===== src/rtl/core/ssw_pkg.sv =====
// Shared constants, codes and the helper function of the scrolling sine buffer.
package ssw_pkg;

  localparam int OP_W       = 1;
  localparam int NOISE_W    = 8;
  localparam int COLUMN_W   = 8;
  localparam int SAMPLE_W   = 8;
  localparam int IN_DATA_W  = NOISE_W + COLUMN_W;
  localparam int OUT_DATA_W = SAMPLE_W;

  localparam logic [OP_W-1:0] OP_TICK = 1'b0;
  localparam logic [OP_W-1:0] OP_READ = 1'b1;

  localparam int CFG_ADDR_W = 2;
  localparam int CFG_DATA_W = 14;
  localparam logic [CFG_ADDR_W-1:0] REG_PHASE_STEP = 2'd0;
  localparam logic [CFG_ADDR_W-1:0] REG_AMPLITUDE  = 2'd1;
  localparam logic [CFG_ADDR_W-1:0] REG_PAUSED     = 2'd2;

  localparam int STEP_W = 14;
  localparam int AMP_W  = 6;
  localparam logic [STEP_W-1:0] STEP_MIN   = 14'd131;
  localparam logic [STEP_W-1:0] STEP_MAX   = 14'd13107;
  localparam logic [STEP_W-1:0] STEP_RESET = 14'd2621;
  localparam logic [AMP_W-1:0]  AMP_MIN    = 6'd5;
  localparam logic [AMP_W-1:0]  AMP_MAX    = 6'd55;
  localparam logic [AMP_W-1:0]  AMP_RESET  = 6'd40;

  localparam int PHASE_W = 16;
  localparam int SINE_W  = 16;

  localparam int ROT_STEPS = 14;
  localparam int ROT_CNT_W = $clog2(ROT_STEPS);
  localparam int ANG_W     = 17;

  // sample denominator 32768 * 500; bias keeps the dividend non-negative
  localparam logic [31:0] SCALE_DEN = 32'd16384000;
  localparam int          DIV_BIAS  = 128;
  localparam longint      DIV_OFFS  = longint'(DIV_BIAS) * longint'(SCALE_DEN);

  // SCALE_DEN = 125 << 17: n / SCALE_DEN = ((n >> 17) * 33555) >> 22, exact for n < 2^32
  localparam int              DEN_SH    = 17;
  localparam int              RECIP_W   = 16;
  localparam logic [RECIP_W-1:0] DEN_RECIP = 16'd33555;
  localparam int              RECIP_SH  = 22;
  localparam int              QUO_W     = 9;

  function automatic logic signed [ANG_W-1:0] rot_angle(input logic [ROT_CNT_W-1:0] i);
    logic signed [ANG_W-1:0] a;
    case (i)
      4'd0:    a = 17'sd8192;
      4'd1:    a = 17'sd4836;
      4'd2:    a = 17'sd2555;
      4'd3:    a = 17'sd1297;
      4'd4:    a = 17'sd651;
      4'd5:    a = 17'sd326;
      4'd6:    a = 17'sd163;
      4'd7:    a = 17'sd81;
      4'd8:    a = 17'sd41;
      4'd9:    a = 17'sd20;
      4'd10:   a = 17'sd10;
      4'd11:   a = 17'sd5;
      4'd12:   a = 17'sd3;
      4'd13:   a = 17'sd1;
      default: a = 17'sd0;
    endcase
    return a;
  endfunction

endpackage


===== src/rtl/core/ssw_ram.sv =====
// Generic single-write, single-read RAM with registered read data.
module ssw_ram #(
  parameter int DW    = 8,
  parameter int DEPTH = 128
) (
  input  logic                     clk,
  input  logic                     we,
  input  logic [$clog2(DEPTH)-1:0] waddr,
  input  logic [DW-1:0]            wdata,
  input  logic [$clog2(DEPTH)-1:0] raddr,
  output logic [DW-1:0]            rdata
);

  logic [DW-1:0] mem [DEPTH];
  logic [DW-1:0] rdata_r;

  always_ff @(posedge clk) begin
    if (we) begin
      mem[waddr] <= wdata;
    end
    rdata_r <= mem[raddr];
  end

  assign rdata = rdata_r;

endmodule


===== src/rtl/core/ssw_cordic.sv =====
// Iterative rotation-mode CORDIC sine, one micro-rotation per cycle.
module ssw_cordic #(
  parameter int SINE_TABLE_BITS = 8
) (
  input  logic                                clk,
  input  logic                                rst_n,
  input  logic                                start,
  input  logic [ssw_pkg::PHASE_W-1:0]         phase,
  output logic                                done,
  output logic signed [ssw_pkg::SINE_W-1:0]   sine
);
  import ssw_pkg::*;

  localparam int DROP = PHASE_W - SINE_TABLE_BITS;
  localparam logic [PHASE_W-1:0] QMASK = 16'hFFFF << DROP;
  localparam int XY_W = 18;

  logic [PHASE_W-1:0]      q;
  logic signed [ANG_W-1:0] a0, af;
  logic signed [XY_W-1:0]  x_r, x_nxt, y_r, y_nxt, xs, ys;
  logic signed [ANG_W-1:0] a_r, a_nxt;
  logic [ROT_CNT_W-1:0]    i_r, i_nxt;
  logic                    busy_r, busy_nxt, done_r, done_nxt;

  always_comb begin
    q  = phase & QMASK;
    a0 = $signed({q[PHASE_W-1], q});
    if (a0 > 17'sd16384) begin
      af = 17'sd32768 - a0;
    end else if (a0 < -17'sd16384) begin
      af = -17'sd32768 - a0;
    end else begin
      af = a0;
    end
  end

  always_comb begin
    xs       = x_r >>> i_r;
    ys       = y_r >>> i_r;
    x_nxt    = x_r;
    y_nxt    = y_r;
    a_nxt    = a_r;
    i_nxt    = i_r;
    busy_nxt = busy_r;
    done_nxt = 1'b0;
    if (start) begin
      x_nxt    = 18'sd19898;
      y_nxt    = 18'sd0;
      a_nxt    = af;
      i_nxt    = '0;
      busy_nxt = 1'b1;
    end else if (busy_r) begin
      if (a_r >= 0) begin
        x_nxt = x_r - ys;
        y_nxt = y_r + xs;
        a_nxt = a_r - rot_angle(i_r);
      end else begin
        x_nxt = x_r + ys;
        y_nxt = y_r - xs;
        a_nxt = a_r + rot_angle(i_r);
      end
      i_nxt = i_r + 1'b1;
      if (i_r == ROT_CNT_W'(ROT_STEPS - 1)) begin
        busy_nxt = 1'b0;
        done_nxt = 1'b1;
      end
    end
  end

  always_ff @(posedge clk) begin
    if (!rst_n) begin
      busy_r <= 1'b0;
      done_r <= 1'b0;
    end else begin
      busy_r <= busy_nxt;
      done_r <= done_nxt;
    end
    x_r <= x_nxt;
    y_r <= y_nxt;
    a_r <= a_nxt;
    i_r <= i_nxt;
  end

  always_comb begin
    if (y_r > 18'sd32767) begin
      sine = 16'sd32767;
    end else if (y_r < -18'sd32767) begin
      sine = -16'sd32767;
    end else begin
      sine = SINE_W'(y_r);
    end
  end

  assign done = done_r;

endmodule


===== src/rtl/core/ssw_scale.sv =====
// Sample scaling: sine and noise weighting, amplitude multiply, divide by the fixed denominator, clamp.
module ssw_scale #(
  parameter int CENTER = 120,
  parameter int HEIGHT = 240
) (
  input  logic                               clk,
  input  logic                               rst_n,
  input  logic                               start,
  input  logic signed [ssw_pkg::SINE_W-1:0]  sine,
  input  logic signed [ssw_pkg::NOISE_W-1:0] noise,
  input  logic [ssw_pkg::AMP_W-1:0]          amp,
  output logic                               done,
  output logic [ssw_pkg::SAMPLE_W-1:0]       sample_y
);
  import ssw_pkg::*;

  localparam int W_W    = 26;
  localparam int P_W    = W_W + AMP_W + 1;
  localparam int V_W    = 10;
  localparam int M_W    = 32 - DEN_SH;
  localparam int PROD_W = M_W + RECIP_W;
  localparam logic signed [W_W-1:0] SINE_K = 26'sd500;
  localparam int NOISE_SH = 15;

  logic signed [W_W-1:0] w_r, w_nxt;
  logic signed [P_W-1:0] p_r, p_nxt;
  logic [31:0]           rem_r, rem_nxt;
  logic [PROD_W-1:0]     prod_r, prod_nxt;
  logic [QUO_W-1:0]      quo;
  logic                  s1_r, s2_r, s3_r, done_r;
  logic signed [V_W-1:0] val;

  always_comb begin
    w_nxt    = W_W'(sine) * SINE_K + (W_W'(noise) <<< NOISE_SH);
    p_nxt    = P_W'(w_r) * P_W'($signed({1'b0, amp}));
    rem_nxt  = 32'(p_r + P_W'(DIV_OFFS));
    // shift out the power of two, then reciprocal multiply for the factor 125
    prod_nxt = PROD_W'(rem_r[31:DEN_SH]) * PROD_W'(DEN_RECIP);
  end

  always_ff @(posedge clk) begin
    if (!rst_n) begin
      s1_r   <= 1'b0;
      s2_r   <= 1'b0;
      s3_r   <= 1'b0;
      done_r <= 1'b0;
    end else begin
      s1_r   <= start;
      s2_r   <= s1_r;
      s3_r   <= s2_r;
      done_r <= s3_r;
    end
    w_r    <= w_nxt;
    p_r    <= p_nxt;
    rem_r  <= rem_nxt;
    prod_r <= prod_nxt;
  end

  assign quo = prod_r[RECIP_SH +: QUO_W];

  always_comb begin
    val = V_W'(CENTER - DIV_BIAS) + $signed({1'b0, quo});
    if (val < 10'sd5) begin
      sample_y = 8'd5;
    end else if (val > V_W'(HEIGHT - 5)) begin
      sample_y = SAMPLE_W'(HEIGHT - 5);
    end else begin
      sample_y = SAMPLE_W'(val);
    end
  end

  assign done = done_r;

endmodule


===== src/rtl/core/scrolling_sine_waveform_buffer_core.sv =====
// Scrolling sine waveform buffer: control, configuration and column store.
//
// Input channel in_*: in_tuser carries the operation (tick or read), in_tdata
// the tick noise and the column to read. Each item gives one result on out_*:
// out_tdata is the sample, out_tuser flags a tick that was ignored while paused.
// A tick advances the phase, runs a 14-step CORDIC sine and a 4-stage scale
// (multiply, reciprocal-multiply divide), then writes the sample as the newest
// column and returns it as its result. A read or a paused tick reads the column
// RAM and answers. One item is in work at a time; in_tready is high again once
// the result is in the output register, so the next item is taken while the
// result still waits. While out_tready is low a finished result waits in the
// output register, the next item may still be taken and then waits in S_PUSH,
// and any further item is held off. Configuration writes on cfg_* take effect
// at once; the user must make them only while idle, and the block itself does
// not enforce this. Phase step and amplitude are saturated to their legal ranges.
// Reset (rst_n low, synchronous) clears the phase, the oldest-column pointer
// and the per-column valid bits, so every column reads as CENTER; registers
// return to their defaults. No clearing pass is needed.
module scrolling_sine_waveform_buffer_core #(
  parameter int WIDTH           = 128,
  parameter int CENTER          = 120,
  parameter int HEIGHT          = 240,
  parameter int SINE_TABLE_BITS = 8
) (
  input  logic                              clk,
  input  logic                              rst_n,
  input  logic                              in_tvalid,
  output logic                              in_tready,
  input  logic [ssw_pkg::IN_DATA_W-1:0]     in_tdata,   // noise, column
  input  logic [ssw_pkg::OP_W-1:0]          in_tuser,   // operation
  output logic                              out_tvalid,
  input  logic                              out_tready,
  output logic [ssw_pkg::OUT_DATA_W-1:0]    out_tdata,  // sample_y
  output logic [0:0]                        out_tuser,  // was_paused
  input  logic                              cfg_wr_en,
  input  logic [ssw_pkg::CFG_ADDR_W-1:0]    cfg_addr,
  input  logic [ssw_pkg::CFG_DATA_W-1:0]    cfg_wr_data
);
  import ssw_pkg::*;

  localparam int PTR_W = $clog2(WIDTH);

  typedef enum logic [4:0] {
    S_IDLE  = 5'b00001,
    S_SINE  = 5'b00010,
    S_SCALE = 5'b00100,
    S_RD    = 5'b01000,
    S_PUSH  = 5'b10000
  } state_t;

  state_t state_r, state_nxt;

  logic [STEP_W-1:0]  step_r, step_nxt;
  logic [AMP_W-1:0]   amp_r, amp_nxt;
  logic               paused_r, paused_nxt;
  logic [PHASE_W-1:0] phase_r, phase_nxt;
  logic [PTR_W-1:0]   oldest_r, oldest_nxt;
  logic [WIDTH-1:0]   vld_r, vld_nxt;

  logic signed [NOISE_W-1:0] noise_r, noise_nxt;
  logic                      rd_center_r, rd_center_nxt;
  logic                      rd_vld_r, rd_vld_nxt;
  logic [SAMPLE_W-1:0]       res_y_r, res_y_nxt;
  logic                      res_was_r, res_was_nxt;
  logic                      out_valid_r, out_valid_nxt;
  logic [SAMPLE_W-1:0]       out_y_r, out_y_nxt;
  logic                      out_was_r, out_was_nxt;

  logic [STEP_W-1:0]   cfg_step;
  logic [AMP_W-1:0]    cfg_amp;
  logic                accept;
  logic [OP_W-1:0]     in_op;
  logic [COLUMN_W-1:0] in_col;
  logic [PTR_W:0]      rd_sum;
  logic [PTR_W-1:0]    rd_addr, newest;
  logic                col_oob;
  logic [PHASE_W-1:0]  phase_adv;
  logic                cordic_start, cordic_done, scale_done;
  logic signed [SINE_W-1:0] sine;
  logic [SAMPLE_W-1:0] scale_y, ram_rdata, rd_y;
  logic                ram_we;
  logic                out_free;

  // configuration saturation
  always_comb begin
    cfg_step = cfg_wr_data[STEP_W-1:0];
    if (cfg_step < STEP_MIN) begin
      cfg_step = STEP_MIN;
    end else if (cfg_step > STEP_MAX) begin
      cfg_step = STEP_MAX;
    end
    cfg_amp = cfg_wr_data[AMP_W-1:0];
    if (cfg_amp < AMP_MIN) begin
      cfg_amp = AMP_MIN;
    end else if (cfg_amp > AMP_MAX) begin
      cfg_amp = AMP_MAX;
    end
  end

  always_comb begin
    step_nxt   = step_r;
    amp_nxt    = amp_r;
    paused_nxt = paused_r;
    if (cfg_wr_en) begin
      case (cfg_addr)
        REG_PHASE_STEP: step_nxt   = cfg_step;
        REG_AMPLITUDE:  amp_nxt    = cfg_amp;
        REG_PAUSED:     paused_nxt = cfg_wr_data[0];
        default:        ;
      endcase
    end
  end

  assign in_tready = (state_r == S_IDLE);
  assign accept    = in_tvalid && in_tready;
  assign in_op     = in_tuser;
  assign in_col    = in_tdata[IN_DATA_W-1:NOISE_W];
  assign phase_adv = phase_r + PHASE_W'(step_r);
  assign col_oob   = ({1'b0, in_col} >= 9'(WIDTH));
  assign rd_sum    = {1'b0, oldest_r} + {1'b0, in_col[PTR_W-1:0]};
  assign newest    = (oldest_r == '0) ? PTR_W'(WIDTH - 1) : oldest_r - 1'b1;
  assign out_free  = !out_valid_r || out_tready;

  always_comb begin
    if (in_op == OP_READ) begin
      if (rd_sum >= (PTR_W + 1)'(WIDTH)) begin
        rd_addr = PTR_W'(rd_sum - (PTR_W + 1)'(WIDTH));
      end else begin
        rd_addr = rd_sum[PTR_W-1:0];
      end
    end else begin
      rd_addr = newest;
    end
  end

  assign cordic_start = accept && (in_op == OP_TICK) && !paused_r;
  assign ram_we       = (state_r == S_SCALE) && scale_done;
  assign rd_y         = (rd_center_r || !rd_vld_r) ? SAMPLE_W'(CENTER) : ram_rdata;

  always_comb begin
    state_nxt     = state_r;
    phase_nxt     = phase_r;
    oldest_nxt    = oldest_r;
    vld_nxt       = vld_r;
    noise_nxt     = noise_r;
    rd_center_nxt = rd_center_r;
    rd_vld_nxt    = rd_vld_r;
    res_y_nxt     = res_y_r;
    res_was_nxt   = res_was_r;
    out_valid_nxt = out_valid_r && !out_tready;
    out_y_nxt     = out_y_r;
    out_was_nxt   = out_was_r;
    case (state_r)
      S_IDLE: begin
        if (accept) begin
          noise_nxt     = $signed(in_tdata[NOISE_W-1:0]);
          rd_center_nxt = (in_op == OP_READ) && col_oob;
          rd_vld_nxt    = vld_r[rd_addr];
          res_was_nxt   = (in_op == OP_TICK) && paused_r;
          if (cordic_start) begin
            phase_nxt = phase_adv;
            state_nxt = S_SINE;
          end else begin
            state_nxt = S_RD;
          end
        end
      end
      S_SINE: begin
        if (cordic_done) begin
          state_nxt = S_SCALE;
        end
      end
      S_SCALE: begin
        if (scale_done) begin
          vld_nxt[oldest_r] = 1'b1;
          oldest_nxt = (oldest_r == PTR_W'(WIDTH - 1)) ? '0 : oldest_r + 1'b1;
          res_y_nxt  = scale_y;
          state_nxt  = S_PUSH;
        end
      end
      S_RD: begin
        res_y_nxt = rd_y;
        state_nxt = S_PUSH;
      end
      S_PUSH: begin
        if (out_free) begin
          out_valid_nxt = 1'b1;
          out_y_nxt     = res_y_r;
          out_was_nxt   = res_was_r;
          state_nxt     = S_IDLE;
        end
      end
      default: state_nxt = S_IDLE;
    endcase
  end

  always_ff @(posedge clk) begin
    if (!rst_n) begin
      state_r     <= S_IDLE;
      step_r      <= STEP_RESET;
      amp_r       <= AMP_RESET;
      paused_r    <= 1'b0;
      phase_r     <= '0;
      oldest_r    <= '0;
      vld_r       <= '0;
      out_valid_r <= 1'b0;
    end else begin
      state_r     <= state_nxt;
      step_r      <= step_nxt;
      amp_r       <= amp_nxt;
      paused_r    <= paused_nxt;
      phase_r     <= phase_nxt;
      oldest_r    <= oldest_nxt;
      vld_r       <= vld_nxt;
      out_valid_r <= out_valid_nxt;
    end
    noise_r     <= noise_nxt;
    rd_center_r <= rd_center_nxt;
    rd_vld_r    <= rd_vld_nxt;
    res_y_r     <= res_y_nxt;
    res_was_r   <= res_was_nxt;
    out_y_r     <= out_y_nxt;
    out_was_r   <= out_was_nxt;
  end

  ssw_ram #(
    .DW    (SAMPLE_W),
    .DEPTH (WIDTH)
  ) u_store (
    .clk   (clk),
    .we    (ram_we),
    .waddr (oldest_r),
    .wdata (scale_y),
    .raddr (rd_addr),
    .rdata (ram_rdata)
  );

  ssw_cordic #(
    .SINE_TABLE_BITS (SINE_TABLE_BITS)
  ) u_cordic (
    .clk   (clk),
    .rst_n (rst_n),
    .start (cordic_start),
    .phase (phase_adv),
    .done  (cordic_done),
    .sine  (sine)
  );

  ssw_scale #(
    .CENTER (CENTER),
    .HEIGHT (HEIGHT)
  ) u_scale (
    .clk      (clk),
    .rst_n    (rst_n),
    .start    (cordic_done),
    .sine     (sine),
    .noise    (noise_r),
    .amp      (amp_r),
    .done     (scale_done),
    .sample_y (scale_y)
  );

  assign out_tvalid   = out_valid_r;
  assign out_tdata    = out_y_r;
  assign out_tuser[0] = out_was_r;

endmodule


===== config.mk =====
export PLATFORM = sky130hd
export DESIGN_NAME = scrolling_sine_waveform_buffer_core
export DESIGN_NICKNAME = d
export VERILOG_FILES = /design/src/rtl/core/ssw_pkg.sv /design/src/rtl/core/ssw_ram.sv /design/src/rtl/core/ssw_cordic.sv /design/src/rtl/core/ssw_scale.sv /design/src/rtl/core/scrolling_sine_waveform_buffer_core.sv
export SDC_FILE = /design/constraint.sdc
export NUM_CORES = 2
export LEC_CHECK = 0
export BUFFER_PORTS_ARGS = -buffer_cell sky130_fd_sc_hd__buf_2
export CAP_MARGIN = 20
export CELL_PAD_IN_SITES_DETAIL_PLACEMENT = 1
export CELL_PAD_IN_SITES_GLOBAL_PLACEMENT = 1
export CORE_MARGIN = 2
export CORE_UTILIZATION = 40
export DETAILED_ROUTE_END_ITERATION = 12
export PLACE_DENSITY = 0.7
export SLEW_MARGIN = 20
export SYNTH_ARGS = -nofsm -noshare
export SYNTH_HDL_FRONTEND = slang
export SYNTH_SLANG_ARGS = --single-unit

===== constraint.sdc =====
create_clock -name clk -period 10.7 [get_ports clk]
set_input_delay 1.07 -clock clk [delete_from_list [all_inputs] [get_ports clk]]
set_output_delay 1.07 -clock clk [all_outputs]
set_load 0.03 [all_outputs]

# Word level (Yosys, flattened, before mapping)

Memories as Yosys holds them, arrays and structs flattened. A register that Yosys moved wholly into a read port is not among the register bits.
Cells that the tools add are included.

Flip-flop bits (word level): 390
Bits in writable memories: 1024
ROM bits: 448
Input port bits: 38
Output and inout port bits: 11
Word-level logic and storage cells: 165
Memories: 3

Add/sub/neg operators: 17
Multipliers: 3
Order comparisons: 16
Equal/unequal tests: 13
Shifts and indexed selects: 2
Mux-type cells: 50
Bitwise operators: 4
Reductions and logical operators: 28

Memory list:

| name             | words | width | read ports | clocked after Yosys merged registers in | write ports | RTL line      | text |
|---|---|---|---|---|---|---|---|
| u_store.mem      | 128   | 8     | 1          | 1                                       | 1           | ssw_ram.sv:14 | `logic [DW-1:0] mem [DEPTH];` |
| (name not given) | 16    | 14    | 1          | 1                                       | 0           | ssw_pkg.sv:50 | `case (i)` |
| (name not given) | 16    | 14    | 1          | 1                                       | 0           | ssw_pkg.sv:50 |  |

Operators with widths:

| cell                   | number |
|---|---|
| $mux 17                | 11 |
| $or 128x128->128       | 1 |
| $add 18x18->18         | 2 |
| $mux 18                | 2 |
| $sshr 18x4->18         | 2 |
| $sub 18x18->18         | 2 |
| $add 32x32->32 const B | 1 |
| $mul 26x7->32          | 1 |
| $mux 16                | 2 |
| $mux 8                 | 4 |
| $mul 15x16->31 const B | 1 |
| $mux 14                | 2 |
| $mux 7                 | 4 |
| $add 26x23->26         | 1 |
| $pmux 5 s5             | 1 |
| $mul 16x8->24 const B  | 1 |
| $mux 4                 | 5 |
| $mux 5                 | 4 |
| $gt 18x16->1 const B   | 1 |
| $lt 18x16->1 const B   | 1 |
| $add 17x17->17         | 1 |
| $ge 17x1->1 const B    | 1 |
| $sub 16x16->17 const A | 1 |
| $sub 17x16->17 const A | 1 |
| 45 further kinds       | 80 |

# Logic depth before layout (Yosys ltp)

Depth after elaboration: 9
Depth in mapped cells: 35
Mapped depth without buffers: 34

# Cells and area by module

A second synthesis with hierarchy kept.

Cell total of the unflattened synthesis: 5188
Area total of the unflattened synthesis: 69947.1 um^2

By module, submodules not included:

| module                              | times used | cells an instance | area each (um^2) | seq. area each (um^2) |
|---|---|---|---|---|
| ssw_ram                             | 1          | 1635              | 39665.5          | 30909.6 |
| ssw_scale                           | 1          | 1356              | 12667.1          | 1341.3 |
| scrolling_sine_waveform_buffer_core | 1          | 1224              | 9601.7           | 4404.2 |
| ssw_cordic                          | 1          | 973               | 8012.7           | 1631.6 |

# Worst setup path after synthesis

OpenSTA, ideal clock, no wires.

Path kind: flip-flop to flip-flop
Start point: register u_cordic.y_r[17]
End point: register u_scale.w_r[25]
Library setup time: 121 ps
Data arrival time: 6915 ps
Required time: 10579 ps
Slack: 3665 ps
Stages on the path, launching flop included: 34
Buffers on the path: 3
Period minus slack after synthesis: 7035 ps
Cells stage by stage: dfxtp_1 clkbuf_1 buf_1 nor2_1 clkbuf_1 nor2_1 nor2_1 inv_1 fa_1 fa_1 inv_1 fa_1 inv_1 fa_1 inv_1 ha_1 or2_2 o31a_1 o21ai_0 nor2b_1 o21ai_0 nand2_1 and3_1 fa_1 a21oi_1 nor2_1 nor2_1 o21bai_1 a21oi_1 o21ai_0 a21o_1 a21oi_1 xnor2_1 xnor2_1

Word-level cells in the longest chain between the ends: 5
Elaborated cells between the ends (all ways): 6
Classes of those cells: add/sub (1); mul (1); order compare (2); mux (2)

Ends and longest elaborated chain:

| item                     | RTL line         | text |
|---|---|---|
| start: declaration       | ssw_cordic.sv:20 | `logic signed [XY_W-1:0] x_r, x_nxt, y_r, y_nxt, xs, ys;` |
| start signal: assignment | ssw_cordic.sv:79 | `y_r <= y_nxt;` |
| $lt 18x16->1             | ssw_cordic.sv:87 | `end else if (y_r < -18'sd32767) begin` |
| $mux 16                  | ssw_cordic.sv:87 |  |
| $mux 16 (*)              | ssw_cordic.sv:85 | `if (y_r > 18'sd32767) begin` |
| $mul 16x8->24 (*)        | ssw_scale.sv:34  | `w_nxt = W_W'(sine) * SINE_K + (W_W'(noise) <<< NOISE_SH);` |
| $add 26x23->26 (*)       | ssw_scale.sv:34  |  |
| net u_scale.w_nxt[25]    | ssw_scale.sv:25  | `logic signed [W_W-1:0] w_r, w_nxt;` |
| end signal: assignment   | ssw_scale.sv:53  | `w_r <= w_nxt;` |
| end: declaration         | ssw_scale.sv:25  |  |

Mark *: on every way through the listed nets, which the timed path passes. The rest lies on a longest branch.
A chain may end at the register's enable or synchronous reset.

# Worst setup path in the final report

Ends and elaborated chain as after synthesis.

==> run_results.csv <==
group,metric,value,unit
routing,wl,172100,µm
timing,slew_viol_final,0,
layout,final_nets,5526,
timing,fin_tns_setup,0,ns
worst_setup_path,path_class,"reg -> reg",
hold_path,hold_start,"u_scale.p_r[19]",
worst_setup_path,critPathLaunchType,"register",
worst_setup_path,path_delay_family,"adder cells",
worst_setup_path,cp-end-kind,"register",
layout,final_cells,7326,
timing,worst_pin_slew,1.113,ns
clocking,tritoncts,"yes",
clocking,clockBufferDepth,3,
worst_setup_path,r2r-start,"u_cordic.y_r[17]",
floorplanning,die_w,418.4,µm
synthesis,yosys_most_used_dff,"edfxtp_1",
floorplanning,coreArea,0.1712,mm²
clocking,root_buffer,"clkbuf_16",
grt,grt_first_pass_wirelength,268500,µm
placed_design,portBuffers,48,
synthesis,netlist-cell-type-count,86,
synthesis,ys_top_cells_by_area,"edfxtp_1, mux4_2, dfxtp_1",
grt,grt_overflow,0,
layout,design_area,0.07632,mm²
routing,wl_per_cell,23.49,µm
synthesis,synth_top_cell_area_share,46.74,%
placed_design,gp_congestion,0.8211,
synthesis,synth_seq_cells,1378,
floorplanning,dieArea,0.1750,mm²
timing,min_period,7.776,ns
synthesis,synth.avg_cell_area,13.86,µm²
routing,drc,0,
synthesis,yosysSeqAreaShare,55.74,%
synthesis,synth_edf_count,1069,
clocking,clk_latency,0.80,ns
timing,fmax,0.1286,GHz
worst_setup_path,cp_slowest_cell,"a31oi_2",
placed_design,place_area,0.07141,mm²
timing,maxSlewHeadroom,25.56,%
worst_setup_path,crit_path_frequent_cell,"fa_1",
routing,via_count,41200,
worst_setup_path,critPathMaxFanout,28,
outcome,status,"finished, final reports clean",
floorplanning,io_pins,49,
synthesis,syn_area,0.06868,mm²
routing,first_pass_iters,5,
floorplanning,start_util,40.13,%
synthesis,syn_inst,4954,
worst_setup_path,worst-path-buf-inv,6,
clocking,cts_resized,0,
layout,fillCellCount,17190,
timing,finalSetupViolCount,0,
worst_setup_path,crit_start,"u_cordic.y_r[17]",
run,maxCapViolCount,0,
synthesis,yosysTopAreaCell,"edfxtp_1",
synthesis,syn_nets,5509,
placed_design,hpwl,112900,µm
worst_setup_path,cp.required,11.34,ns
floorplanning,die_h,418.4,µm
grt,grt_usage,19.86,%
timing,fin_worst_skew,0.04479,ns
routing,drt_iter0_drc,2902,
synthesis,async_flop_share,0,%
clocking,cts_setup_buffers,0,
timing,rsz0062_at_grt,"no",
hold_path,hold_path.class,"reg -> reg",
worst_setup_path,crit_arrival,8.41,ns
timing,timing.final.crit_share,72.68,%
synthesis,yosys_warnings,0,
layout,syn2layout_area_growth,11.11,%
clocking,cts_buffers,142,
grt,grt_max_degree,123,
clocking,path_clk_slew,0.06,ns
routing,avgViaCountPerCell,5.624,
timing,hold_viol_final,0,
clocking,htree_levels,4,
floorplanning,placementRows,152,
layout,drive_gt1_share,14.04,%
placed_design,placed_cells,7059,
routing,ant_nets,0,
grt,antenna_found_initial,1,
clocking,clock_sink_count,1378,
grt,grt_pass1_vias,44400,
clocking,hold_buffers,0,
worst_setup_path,slowest_delay,0.64,ns
-- area by class of cell --
| class | instances | area [µm²] | share of cell area, % |
|---|---|---|---|
| clock inverters | 75 | 933.4 | 1.223 |
| clock buffers | 190 | 3930 | 5.150 |
| flip-flops and latches | 1378 | 38290 | 50.18 |
| well taps | 2233 | 2794 | 3.661 |
| diodes | 1 | 2.502 | 0.003279 |
| repair buffers | 109 | 787.0 | 1.031 |
| multi-input cells | 2989 | 28250 | 37.02 |
| inverters | 351 | 1323 | 1.733 |
-- per-layer routing --
| layer | wire (µm) | up-vias | global-route usage [%] |
|---|---|---|---|
| li1 | - | 18420 | - |
| met2 | 85970 | 983 | 33.95 |
| met5 | 189 | - | 0 |
| met4 | 3532 | 4 | 5.140 |
| met3 | 7536 | 219 | 2.321 |
| met1 | 74870 | 21570 | 26.87 |
-- cell families (layout without fill, tap and decap cells) --
kind of cell | Yosys count | count (layout) | synth area share, %
AO/OA/AOI/OAI | 814 | 814 | 8.019
XOR/XNOR | 173 | 173 | 2.206
adder cells (fa/ha/maj) | 517 | 517 | 11.52
other | 1 | 2 | 0.005460
flip-flops | 1378 | 1378 | 55.74
buffers and inverters | 587 | 725 | 3.383
multiplexers | 393 | 393 | 11.65
AND/OR/NAND/NOR | 1091 | 1091 | 7.478
-- flip-flops by register name, indices dropped and copies added (netlist names), 6 cells and up, named ones only --
register and count:
u_store.mem 1024, vld_r 128, u_scale.w_r 24, u_cordic.x_r 18, u_cordic.y_r 18, u_cordic.a_r 17
phase_r 16, u_scale.p_r 15, u_scale.rem_r 15, step_r 14, u_scale.prod_r 9, noise_r 8
out_tdata 8, res_y_r 8, u_store.rdata 8, oldest_r 7, amp_r 6
-- through the flow --
step	hold slack [ns]	util, %	setup slack, ns
after CTS	0.3278	44.56	2.448
after detailed placement	0.3135	41.72	2.488
final	0.3262	44.59	2.924
after global placement	0.3111	41.72	2.644
after floorplan	0.3096	-	3.665
after global routing	0.3336	44.58	2.211
-- synth_stat cells (all sizes together), types with 23 or more instances --
cell type     n
edfxtp     1069
nand2       369
inv         348
ha          325
mux4        324
dfxtp       309
nor2        300
fa          192
a21oi       172
clkbuf      161
and2        148
o21a        146
o21ai       112
xnor2       111
a211oi      109
buf          75
xor2         62
mux2i        59
nor2b        55
a31oi        52
nand3        49
nor3         40
a21o         39
nand2b       30
a311oi       28
a21boi       23
-- layout by cell type, fill, tap and decap left out, types with 19 or more instances in the layout --
cell type	n
nor2_1	297
nor2b_1	54
ha_1	325
inv_1	346
dfxtp_1	303
a211oi_1	109
mux2i_1	57
o21a_1	146
a21o_1	38
clkbuf_1	30
buf_4	55
nand2_1	369
buf_2	47
nor3_1	39
a31oi_1	49
nand2b_1	30
mux4_2	324
fa_1	192
xor2_1	62
a311oi_1	28
and2_1	148
nand3_1	48
edfxtp_1	1069
clkinv_1	19
clkinv_2	22
clkbuf_16	144
o21ai_0	109
a21oi_1	168
a21boi_0	23
xnor2_1	110
-- worst paths after layout --
kind                       end  slack (ns)  cells past startpoint
min          u_scale.rem_r[19]        0.33                      0
max reg2reg    u_scale.w_r[25]        2.92                     30
min reg2reg  u_scale.rem_r[19]        0.33                      0
max            u_scale.w_r[25]        2.92                     30
Power is left out: the tool's default activity adds up to more than one toggle a clock period on the data nets, which glitch-free logic cannot reach.
